`src/bpsd_pkg.sv`:
```
`timescale 1ns / 1ps
// ----------------------------------------------------------------------------
// Boost pulse drive package
// Shared types and constants for the slewed PWM drive block.
// ----------------------------------------------------------------------------
package bpsd_pkg;

  // Configuration register indexes.
  typedef enum logic [1:0] {
    CFG_MIN_DRIVE   = 2'd0,
    CFG_MAX_DRIVE   = 2'd1,
    CFG_BOOST_DRIVE = 2'd2,
    CFG_SLEW_PER_MS = 2'd3
  } cfg_idx_t;

  localparam logic [15:0] MIN_DRIVE_RST   = 16'd0;
  localparam logic [15:0] MAX_DRIVE_RST   = 16'hFFFF;
  localparam logic [15:0] BOOST_DRIVE_RST = 16'hFFFF;
  localparam logic [15:0] SLEW_RST        = 16'd66;

  // One second of pulse or gap, in milliseconds.
  localparam logic [31:0] PULSE_MS   = 32'd1000;
  // One tenth of full scale in Q0.16.
  localparam logic [15:0] CAP_MARGIN = 16'd6554;
  // Rounding constant for the Q0.16 product.
  localparam logic [32:0] ROUND_HALF = 33'd32768;
  // Slew step saturates here: no gap is ever larger than full scale.
  localparam logic [16:0] STEP_SAT   = 17'h10000;

  // Beat passed from the front end to the slew stage.
  typedef struct packed {
    logic [15:0] target;
    logic [16:0] step;
  } mid_beat_t;

endpackage

```
`src/bpsd_queue.sv`:
```
`timescale 1ns / 1ps
// ----------------------------------------------------------------------------
// Boost pulse drive queue
// Small first-in first-out buffer with full and empty flags decoded from a registered fill count.
// ----------------------------------------------------------------------------
module bpsd_queue #(
  parameter int WIDTH = 16,
  parameter int DEPTH = 2
) (
  input  logic             clk,
  input  logic             rst_n,
  input  logic             push,
  input  logic [WIDTH-1:0] push_data,
  output logic             full,
  input  logic             pop,
  output logic [WIDTH-1:0] pop_data,
  output logic             empty
);

  localparam int PW = $clog2(DEPTH);
  localparam int CW = $clog2(DEPTH + 1);

  logic [WIDTH-1:0] mem_r [DEPTH];
  logic [PW-1:0]    wr_ptr_r, wr_ptr_nxt;
  logic [PW-1:0]    rd_ptr_r, rd_ptr_nxt;
  logic [CW-1:0]    count_r, count_nxt;
  logic             do_push, do_pop;

  assign full     = (count_r == CW'(DEPTH));
  assign empty    = (count_r == '0);
  assign pop_data = mem_r[rd_ptr_r];
  assign do_push  = push & ~full;
  assign do_pop   = pop & ~empty;

  // Pointer and fill count updates.
  always_comb begin
    wr_ptr_nxt = wr_ptr_r;
    rd_ptr_nxt = rd_ptr_r;
    count_nxt  = count_r;
    if (do_push) begin
      wr_ptr_nxt = (wr_ptr_r == PW'(DEPTH - 1)) ? '0 : wr_ptr_r + 1'b1;
    end
    if (do_pop) begin
      rd_ptr_nxt = (rd_ptr_r == PW'(DEPTH - 1)) ? '0 : rd_ptr_r + 1'b1;
    end
    case ({do_push, do_pop})
      2'b10:   count_nxt = count_r + 1'b1;
      2'b01:   count_nxt = count_r - 1'b1;
      default: count_nxt = count_r;
    endcase
  end

  always_ff @(posedge clk) begin
    if (!rst_n) begin
      wr_ptr_r <= '0;
      rd_ptr_r <= '0;
      count_r  <= '0;
    end else begin
      wr_ptr_r <= wr_ptr_nxt;
      rd_ptr_r <= rd_ptr_nxt;
      count_r  <= count_nxt;
    end
  end

  // Storage needs no reset.
  always_ff @(posedge clk) begin
    if (do_push) begin
      mem_r[wr_ptr_r] <= push_data;
    end
  end

endmodule

```
`src/bpsd_front.sv`:
```
`timescale 1ns / 1ps
// ----------------------------------------------------------------------------
// Boost pulse drive front end
// Holds configuration and boost state, works out the target and slew step.
// ----------------------------------------------------------------------------
module bpsd_front
  import bpsd_pkg::*;
(
  input  logic        clk,
  input  logic        rst_n,
  input  logic        cfg_we,
  input  logic [1:0]  cfg_idx,
  input  logic [15:0] cfg_wdata,
  input  logic        accept,
  input  logic [15:0] position,
  input  logic [7:0]  boost_request,
  input  logic [31:0] now_ms,
  output mid_beat_t   beat
);

  logic [15:0] min_drive_r, max_drive_r, boost_drive_r, slew_r;
  logic [7:0]  boosts_done_r, boosts_done_nxt;
  logic        pulse_active_r, pulse_active_nxt;
  logic [31:0] last_change_r, last_change_nxt;
  logic [31:0] last_update_r;

  logic [32:0] scaled_sum;
  logic [15:0] scaled, value, cap, target;
  logic [31:0] since_change, elapsed;
  logic [47:0] step_prod;

  // Configuration writes.
  always_ff @(posedge clk) begin
    if (!rst_n) begin
      min_drive_r   <= MIN_DRIVE_RST;
      max_drive_r   <= MAX_DRIVE_RST;
      boost_drive_r <= BOOST_DRIVE_RST;
      slew_r        <= SLEW_RST;
    end else if (cfg_we) begin
      case (cfg_idx_t'(cfg_idx))
        CFG_MIN_DRIVE:   min_drive_r   <= cfg_wdata;
        CFG_MAX_DRIVE:   max_drive_r   <= cfg_wdata;
        CFG_BOOST_DRIVE: boost_drive_r <= cfg_wdata;
        CFG_SLEW_PER_MS: slew_r        <= cfg_wdata;
        default: ;
      endcase
    end
  end

  // Scaled throttle position, rounded, floored at the minimum drive.
  assign scaled_sum = {1'b0, 32'(position) * 32'(max_drive_r)} + ROUND_HALF;
  assign scaled     = scaled_sum[31:16];
  assign value      = (scaled > min_drive_r) ? scaled : min_drive_r;
  assign cap        = (max_drive_r > CAP_MARGIN) ? max_drive_r - CAP_MARGIN : '0;
  assign since_change = now_ms - last_change_r;

  // Boost sequencing: pulse and gap phases of one second each.
  always_comb begin
    boosts_done_nxt  = boosts_done_r;
    pulse_active_nxt = pulse_active_r;
    last_change_nxt  = last_change_r;
    target           = value;
    if (boost_request < boosts_done_r) begin
      // A lowered request restarts the count and caps the drive.
      boosts_done_nxt  = '0;
      pulse_active_nxt = 1'b0;
      last_change_nxt  = now_ms;
      target           = (value < cap) ? value : cap;
    end else if (boost_request != boosts_done_r) begin
      if (since_change < PULSE_MS) begin
        target = pulse_active_r ? boost_drive_r : max_drive_r;
      end else begin
        if (pulse_active_r) begin
          target          = max_drive_r;
          boosts_done_nxt = boosts_done_r + 1'b1;
        end else begin
          target = boost_drive_r;
        end
        pulse_active_nxt = ~pulse_active_r;
        last_change_nxt  = now_ms;
      end
    end
  end

  // Largest drive change for the elapsed time, saturated at full scale.
  assign elapsed   = now_ms - last_update_r;
  assign step_prod = elapsed * {32'd0, slew_r};

  assign beat.target = target;
  assign beat.step   = (|step_prod[47:16]) ? STEP_SAT : {1'b0, step_prod[15:0]};

  always_ff @(posedge clk) begin
    if (!rst_n) begin
      boosts_done_r  <= '0;
      pulse_active_r <= 1'b0;
      last_change_r  <= '0;
      last_update_r  <= '0;
    end else if (accept) begin
      boosts_done_r  <= boosts_done_nxt;
      pulse_active_r <= pulse_active_nxt;
      last_change_r  <= last_change_nxt;
      last_update_r  <= now_ms;
    end
  end

endmodule

```
`src/bpsd_back.sv`:
```
`timescale 1ns / 1ps
// ----------------------------------------------------------------------------
// Boost pulse drive slew stage
// Moves the drive level toward the target by at most the slew step.
// ----------------------------------------------------------------------------
module bpsd_back
  import bpsd_pkg::*;
(
  input  logic        clk,
  input  logic        rst_n,
  input  mid_beat_t   beat,
  input  logic        beat_valid,
  output logic        beat_take,
  input  logic        res_full,
  output logic        res_push,
  output logic [15:0] res_level
);

  logic [15:0] drive_r, drive_nxt;
  logic [16:0] gap, move;

  assign beat_take = beat_valid & ~res_full;
  assign res_push  = beat_take;

  // Slew-limited move toward the target.
  always_comb begin
    gap       = (beat.target > drive_r) ? {1'b0, beat.target - drive_r}
                                        : {1'b0, drive_r - beat.target};
    move      = (gap < beat.step) ? gap : beat.step;
    drive_nxt = (beat.target > drive_r) ? drive_r + move[15:0]
                                        : drive_r - move[15:0];
  end

  assign res_level = drive_nxt;

  always_ff @(posedge clk) begin
    if (!rst_n) begin
      drive_r <= '0;
    end else if (beat_take) begin
      drive_r <= drive_nxt;
    end
  end

endmodule

```
`src/boost_pulse_slewed_pwm_drive.sv`:
```
`timescale 1ns / 1ps
// ----------------------------------------------------------------------------
// Boost pulse slewed PWM drive
// Throttle drive with timed boost pulses and a slew-limited PWM level.
// ----------------------------------------------------------------------------
//  Channel  | Handshake          | Payload
//  ---------+--------------------+----------------------------------------
//  input    | in_push / in_full  | in_position, in_boost_request, in_now_ms
//  result   | out_pop / out_empty| out_pwm_out
//  config   | cfg_we             | cfg_idx, cfg_wdata
//
// One beat in per cycle while in_full is low; each result passes through the front queue
// and then the result queue, both registered, on its way from its input beat.
// Reset is synchronous, active low, and restores all registers but the queue storage to defaults.
// A stalled result side fills the result queue and then the front queue;
// in_full rises only after both have filled.
// ----------------------------------------------------------------------------
module boost_pulse_slewed_pwm_drive
  import bpsd_pkg::*;
#(
  parameter int MID_DEPTH = 2,
  parameter int OUT_DEPTH = 2
) (
  input  logic        clk,
  input  logic        rst_n,
  input  logic        cfg_we,
  input  logic [1:0]  cfg_idx,
  input  logic [15:0] cfg_wdata,
  input  logic        in_push,
  output logic        in_full,
  input  logic [15:0] in_position,
  input  logic [7:0]  in_boost_request,
  input  logic [31:0] in_now_ms,
  input  logic        out_pop,
  output logic        out_empty,
  output logic [15:0] out_pwm_out
);

  logic      in_accept;
  mid_beat_t front_beat, mid_beat;
  logic      mid_empty, beat_take, res_full, res_push;
  logic [15:0] res_level;

  assign in_accept = in_push & ~in_full;

  // Front end: boost sequencing and slew step.
  bpsd_front u_front (
    .clk           (clk),
    .rst_n         (rst_n),
    .cfg_we        (cfg_we),
    .cfg_idx       (cfg_idx),
    .cfg_wdata     (cfg_wdata),
    .accept        (in_accept),
    .position      (in_position),
    .boost_request (in_boost_request),
    .now_ms        (in_now_ms),
    .beat          (front_beat)
  );

  // Queue between front end and slew stage.
  bpsd_queue #(
    .WIDTH ($bits(mid_beat_t)),
    .DEPTH (MID_DEPTH)
  ) u_mid_q (
    .clk       (clk),
    .rst_n     (rst_n),
    .push      (in_push),
    .push_data (front_beat),
    .full      (in_full),
    .pop       (beat_take),
    .pop_data  (mid_beat),
    .empty     (mid_empty)
  );

  // Slew stage.
  bpsd_back u_back (
    .clk        (clk),
    .rst_n      (rst_n),
    .beat       (mid_beat),
    .beat_valid (~mid_empty),
    .beat_take  (beat_take),
    .res_full   (res_full),
    .res_push   (res_push),
    .res_level  (res_level)
  );

  // Result queue.
  bpsd_queue #(
    .WIDTH (16),
    .DEPTH (OUT_DEPTH)
  ) u_out_q (
    .clk       (clk),
    .rst_n     (rst_n),
    .push      (res_push),
    .push_data (res_level),
    .full      (res_full),
    .pop       (out_pop),
    .pop_data  (out_pwm_out),
    .empty     (out_empty)
  );

endmodule
```
`config.mk`:
```
export PLATFORM = sky130hd
export DESIGN_NAME = boost_pulse_slewed_pwm_drive
export DESIGN_NICKNAME = d
export VERILOG_FILES = /design/src/bpsd_pkg.sv /design/src/bpsd_queue.sv /design/src/bpsd_front.sv /design/src/bpsd_back.sv /design/src/boost_pulse_slewed_pwm_drive.sv
export SDC_FILE = /design/constraint.sdc
export NUM_CORES = 2
export LEC_CHECK = 0
export ABC_AREA = 1
export BUFFER_PORTS_ARGS = -buffer_cell sky130_fd_sc_hd__buf_2
export CORE_MARGIN = 4
export CORE_UTILIZATION = 50
export DETAILED_ROUTE_END_ITERATION = 6
export PLACE_DENSITY_LB_ADDON = 0.15
export SLEW_MARGIN = 20
export SYNTH_ARGS = -nofsm -noshare
export SYNTH_HDL_FRONTEND = slang
export SYNTH_HIERARCHICAL = 1
export SYNTH_SLANG_ARGS = --single-unit
```
`constraint.sdc`:
```
create_clock -name clk -period 9.17 [get_ports clk]
set_clock_uncertainty 0.1 [all_clocks]
set_input_delay 0 -clock clk [delete_from_list [all_inputs] [get_ports clk]]
set_output_delay 0 -clock clk [all_outputs]
set_load 0.02 [all_outputs]
```
After elaboration in Yosys (flattened, before gate mapping) --
Memories as Yosys holds them, arrays and structs flattened. A register that Yosys moved wholly into a read port is not among the register bits. Cells that the tools add are included.
Word-level totals: register bits 161, memories kept 2, output and inout port bits 18, bits in read-only memories 0, word-level logic and storage cells 114, bits in writable memories 98, input bits 79, latch bits 0
Cells by class: divide/modulo/power cells 0, equality and inequality tests 11, shifts and indexed selects 0, multiplexer cells 36, reduce and logical (&&, ||, !) cells 14, add/sub/neg operators 17, multiply operators 2, bitwise gates (word level) 10, order comparisons 7
Memories:
- u_mid_q.mem_r | depth 2, bits a word 33, read ports 1, clocked after memory_dff 1, write ports 1, RTL line bpsd_queue.sv:23 | logic [WIDTH-1:0] mem_r [DEPTH];
- u_out_q.mem_r | depth 2, bits a word 16, read ports 1, clocked after memory_dff 1, write ports 1, RTL line bpsd_queue.sv:23
Operators with widths (number):
- 16-bit two-way mux | 11
- 32-bit two-way mux | 3
- 32-bit subtractor | 2
- 32-bit by 16-bit multiplier with 48-bit output | 1
- 16-bit subtractor | 3
- 32-bit by 16-bit adder with 32-bit output (second input constant) | 1
- 16-bit greater-than comparator | 2
- 32-bit by 10-bit < comparator with 1-bit output (second input constant) | 1
- 16-bit by 16-bit multiplier with 32-bit output | 1
- 8-bit two-way mux | 4
- 32-bit OR reduction | 1
- 16-bit by 17-bit < comparator with 1-bit output | 1
- 17-bit two-way mux | 1
- 16-bit adder | 1
- 16-bit by 13-bit greater-than comparator with 1-bit output (second input constant) | 1
- 16-bit < comparator | 1
- 16-bit by 13-bit subtractor with 16-bit output (second input constant) | 1
- 1-bit two-way mux | 15
- 2-bit == test (second input constant) | 6
- 8-bit by 1-bit adder with 8-bit output (second input constant) | 1
- 8-bit < comparator | 1
- 8-bit != test | 1
- 2-bit case mux with 2 select lines | 2
- 2-bit AND reduction | 4
- 11 further kinds | 31

Longest topological paths before layout --
word-level depth 7, gate-level depth with buffers 52

By module --
The synthesis kept the hierarchy.
Modules (own cells, without submodules):
- bpsd_front | sequential area each 2742.6 µm², times used 1, cells each 5270, area each 37166.9 µm²
- bpsd_back | sequential area each 320.3 µm², times used 1, cells each 845, area each 4693.3 µm²
- bpsd_queue at u_mid_q | sequential area each 2082.0 µm², times used 1, cells each 143, area each 2786.4 µm²
- bpsd_queue at u_out_q | sequential area each 1061.0 µm², times used 1, cells each 90, area each 1458.9 µm²
- boost_pulse_slewed_pwm_drive | sequential area each 0.0 µm², times used 1, cells each 3, area each 13.8 µm²

Worst setup path after synthesis --
Ideal clock, no wire load.
path kind register to register, start point reg u_front.max_drive_r[8], end point mem u_mid_q/mem_r[0][18] (netlist bit), data pin, clock period less this slack 8618 ps, library setup time 257 ps, stages on the path, launching flop included 49, arrival time 8261 ps, required time 8813 ps, path buffers 5, path slack 552 ps, cells stage by stage dfxtp_1 > clkbuf_1 > clkbuf_1 > nand2_1 > fa_1 > inv_1 > fa_1 > inv_1 > fa_1 > inv_1 > fa_1 > fa_1 > inv_1 > fa_1 > inv_1 > ha_1 > nand2_1 > inv_1 > [13 not listed] > nand3_1 > nor2_1 > nand2_1 > a21oi_1 > clkbuf_1 > nand3_1 > nand2_1 > inv_1 > ha_1 > nand2_1 > nor2_1 > a211oi_1 > o221a_2 > buf_2 > clkbuf_1 > nand3_1 > nand3_1 > nand2_1
RTL lines:
- from (decl) | RTL line bpsd_front.sv:21 | logic [15:0] min_drive_r, max_drive_r, boost_drive_r, slew_r;
- from (signal assigned) | RTL line bpsd_front.sv:42 | CFG_MAX_DRIVE: max_drive_r <= cfg_wdata;
- to (decl) | RTL line bpsd_queue.sv:23

==> flow_summary.toml <==
[global_route]
gr-total-overflow = 0
track_usage_pct = 29.1
grt_max_degree = 70
antenna_found_initial = 2
grt_pass1_vias = 40800
grt_pass1_wl_um = 224000

[final_layout]
nFillCells = 9008
layout.area.seq_sq_um = 6220
syn2layout_area_growth_pct = 8.17
fin_util_pct = 54.5
num-nets-final = 7529
antenna_cells = 0
drive_above_1_share_pct = 7.69
multi_input_area_sq_um = 33800

[placement]
finalWeightedCongestion = 0.961
port_buffers = 96
dpl.hpwl_um = 115000

[critical_path]
critical_path_required_ns = 9.46
slowest_stage = "fa_1"
crit_fanout = 18
criticalPathCategory = "reg2reg"
slowest_delay_ns = 0.57
crit_buf_inv = 5
cp.arrival_ns = 9.06
cp_top_family = "adder cells"
cp-start-kind = "flop"
end_kind = "flop"

[synthesis]
synth_edf_count = 98
yosys_warnings = 6
syn_avg_cell_area_sq_um = 7.26
ys_seq_area_share_pct = 13.5
syn_nets = 7443
async_flop_share_pct = 0
syn_inst = 6351
ys.flop_type = "dfxtp_1"
synth_cell_types = 60
ys_ff_latch = 261
synth_area_sq_um = 46100

[sta]
max_freq_ghz = 0.114
worst_pin_slew_ns = 1.15
slew_viol_final = 0
setup_violations = 0
hold_violations = 0
slew_headroom_pct = 23.4
fin_crit_ns = 8.77
post-route-period-util_pct = 95.7

[cts]
numCtsBuffers = 35
clock_sinks = 261
path_clk_slew_ns = 0.06
htreeDepth = 2
cts_root_buf = "clkbuf_16"
clk_latency_ns = 0.57
cts_max_path_buffers = 3
cts_tree = "yes"

[routing]
wl_um = 142000
vias = 41100
first_pass_iters = 6
viasPerCell = 5.38
ant_nets = 0
drc = 0
avgRoutedWirePerCell_um = 18.5
drt_iter0_drc = 3437

[floorplan]
die_y_um = 312
initial_core_util_pct = 50.4
dieArea_sq_um = 97200
io_pins = 97
chipWidth_um = 312
core_region_area_sq_um = 91500
rows = 111

[worst_hold_path]
hold_class = "in2reg"

[job]
drv_cap = 0

[status]
status = "complete, no violations"
[per-stage QoR]
step / worst slack (ns) / hold WS [ns] / cell area, sq um / setup TNS, ns / instances
after floorplan: 0.552 / 0.0207 / 46100 / 0 / 6351
after global placement: 0.0790 / 0.187 / 47900 / 0 / 7520
after detailed placement: 0.00979 / 0.196 / 47900 / 0 / 7520
after CTS: 0.115 / 0.153 / 49700 / 0 / 7644
after global routing: -0.0261 / 0.196 / 49900 / -0.161 / 7650
final: 0.396 / 0.195 / 49900 / 0 / 7650
[worst paths after layout]
| path | from | end | slack [ns] | cells after the start |
|---|---|---|---|---|
| max | u_front/last_update_r[0] | u_mid_q/mem_r[1][2] | 0.40 | 40 |
| min | in_now_ms[0] | u_front/last_change_r[0] | 0.20 | 4 |
| max reg2reg | u_front/last_update_r[0] | u_mid_q/mem_r[1][2] | 0.40 | 40 |
| min reg2reg | u_front/last_update_r[18] | u_front/last_update_r[18] | 0.36 | 2 |
[metal layers]
metal	part of all wire (%)	track usage (%)	up-vias	wire [um]
li1	-	-	19600	-
met1	43	40.5	19700	61200
met2	45	46.6	1606	63200
met3	9.1	5.67	247	12900
met4	3.1	7.87	0	4450
met5	0	0	-	0
[final cells by class]
type                       instances  share of cell area [%]
sequential                       261                    12.5
multi-input combinational       4473                    67.7
timing repair buffer             275                    4.01
clock inverter                    23                   0.527
tap                             1186                    2.97
clock buffer                      41                    1.86
inverter                        1391                    10.5
[tightest hold or removal path, stage by stage]
cell and delay (ns):
dlygate4sd3_1 0.54, buf_2 0.14, nand2_1 0.07, a21oi_1 0.05
[layout by cell type (no fill, tap or decap), types with 11 or more instances in the layout]
| cell | instances |
|---|---|
| nand3_1 | 318 |
| o211ai_1 | 21 |
| o21ai_1 | 23 |
| a21oi_1 | 331 |
| o21a_1 | 11 |
| nor2_2 | 22 |
| o21bai_1 | 13 |
| clkbuf_16 | 36 |
| nand2_2 | 20 |
| nor3_1 | 32 |
| mux2_4 | 40 |
| nand3b_1 | 12 |
| inv_2 | 14 |
| xor2_1 | 76 |
| edfxtp_1 | 98 |
| ha_1 | 398 |
| inv_1 | 1367 |
| fa_1 | 615 |
| xnor2_1 | 36 |
| or2_2 | 53 |
| a31oi_1 | 13 |
| nand4_1 | 50 |
| dlygate4sd3_1 | 60 |
| dfxtp_1 | 154 |
| o21ai_0 | 225 |
| buf_4 | 116 |
| a21oi_2 | 15 |
| nor2_1 | 523 |
| a21o_1 | 19 |
| nand2_1 | 1521 |
| buf_2 | 96 |
[timing repair]
action,in CTS,in global routing
hold endpoints to repair,145,0
setup buffers,0,5
cloned,0,1
pin swaps,0,3
resized for setup,1,45
hold buffers,60,0
endpoints found under the setup margin,1,66
[synth_stat cells, types with 8 or more instances]
cell type	number	share of area [%]
xor2_1	76	1.4
nand2_4	8	0.20
fa_1	615	27
nor3_1	34	0.37
nand2_1	1524	12
nand4_1	50	0.68
ha_1	398	11
nor2_1	528	4.3
nand2_2	18	0.24
mux2_2	9	0.22
or2_2	53	0.72
o21a_1	11	0.18
inv_1	1369	11
o211ai_1	21	0.34
clkbuf_1	168	1.4
nand3_1	318	3.5
a21oi_1	336	3.6
a21oi_2	10	0.19
inv_2	13	0.11
o21ai_1	15	0.16
dfxtp_1	163	7.1
a21o_1	19	0.31
nand3b_1	12	0.20
mux2_4	40	1.3
nor4_1	11	0.15
o21ai_0	233	2.5
xnor2_1	36	0.68
clkinv_1	8	0.065
edfxtp_1	98	6.4
o21bai_1	13	0.21
nor2_2	18	0.24
a31oi_1	13	0.18
buf_2	33	0.36
[state kept, by name, indices dropped and copies added, names as in the netlist, 16 cells and up, named ones only]
register and count:
u_front/min_drive_r 16, u_front/last_change_r 32, u_mid_q/mem_r 66, u_front/slew_r 16
u_front/max_drive_r 16, u_front/boost_drive_r 16, u_front/last_update_r 32, u_back/drive_r 16
u_out_q/mem_r 32
[cells by family after synthesis]
family	count (synthesis)	synth area share, %
XOR/XNOR	112	2.13
flip-flops	261	13.5
multiplexers	49	1.52
AO/OA/AOI/OAI	701	8.35
AND/OR/NAND/NOR	2598	23.5
adder cells (fa/ha/maj)	1013	37.5
buffers and inverters	1617	13.6
Power is left out: the tool's default activity adds up to more than one toggle a clock period on the data nets, which glitch-free logic cannot reach.
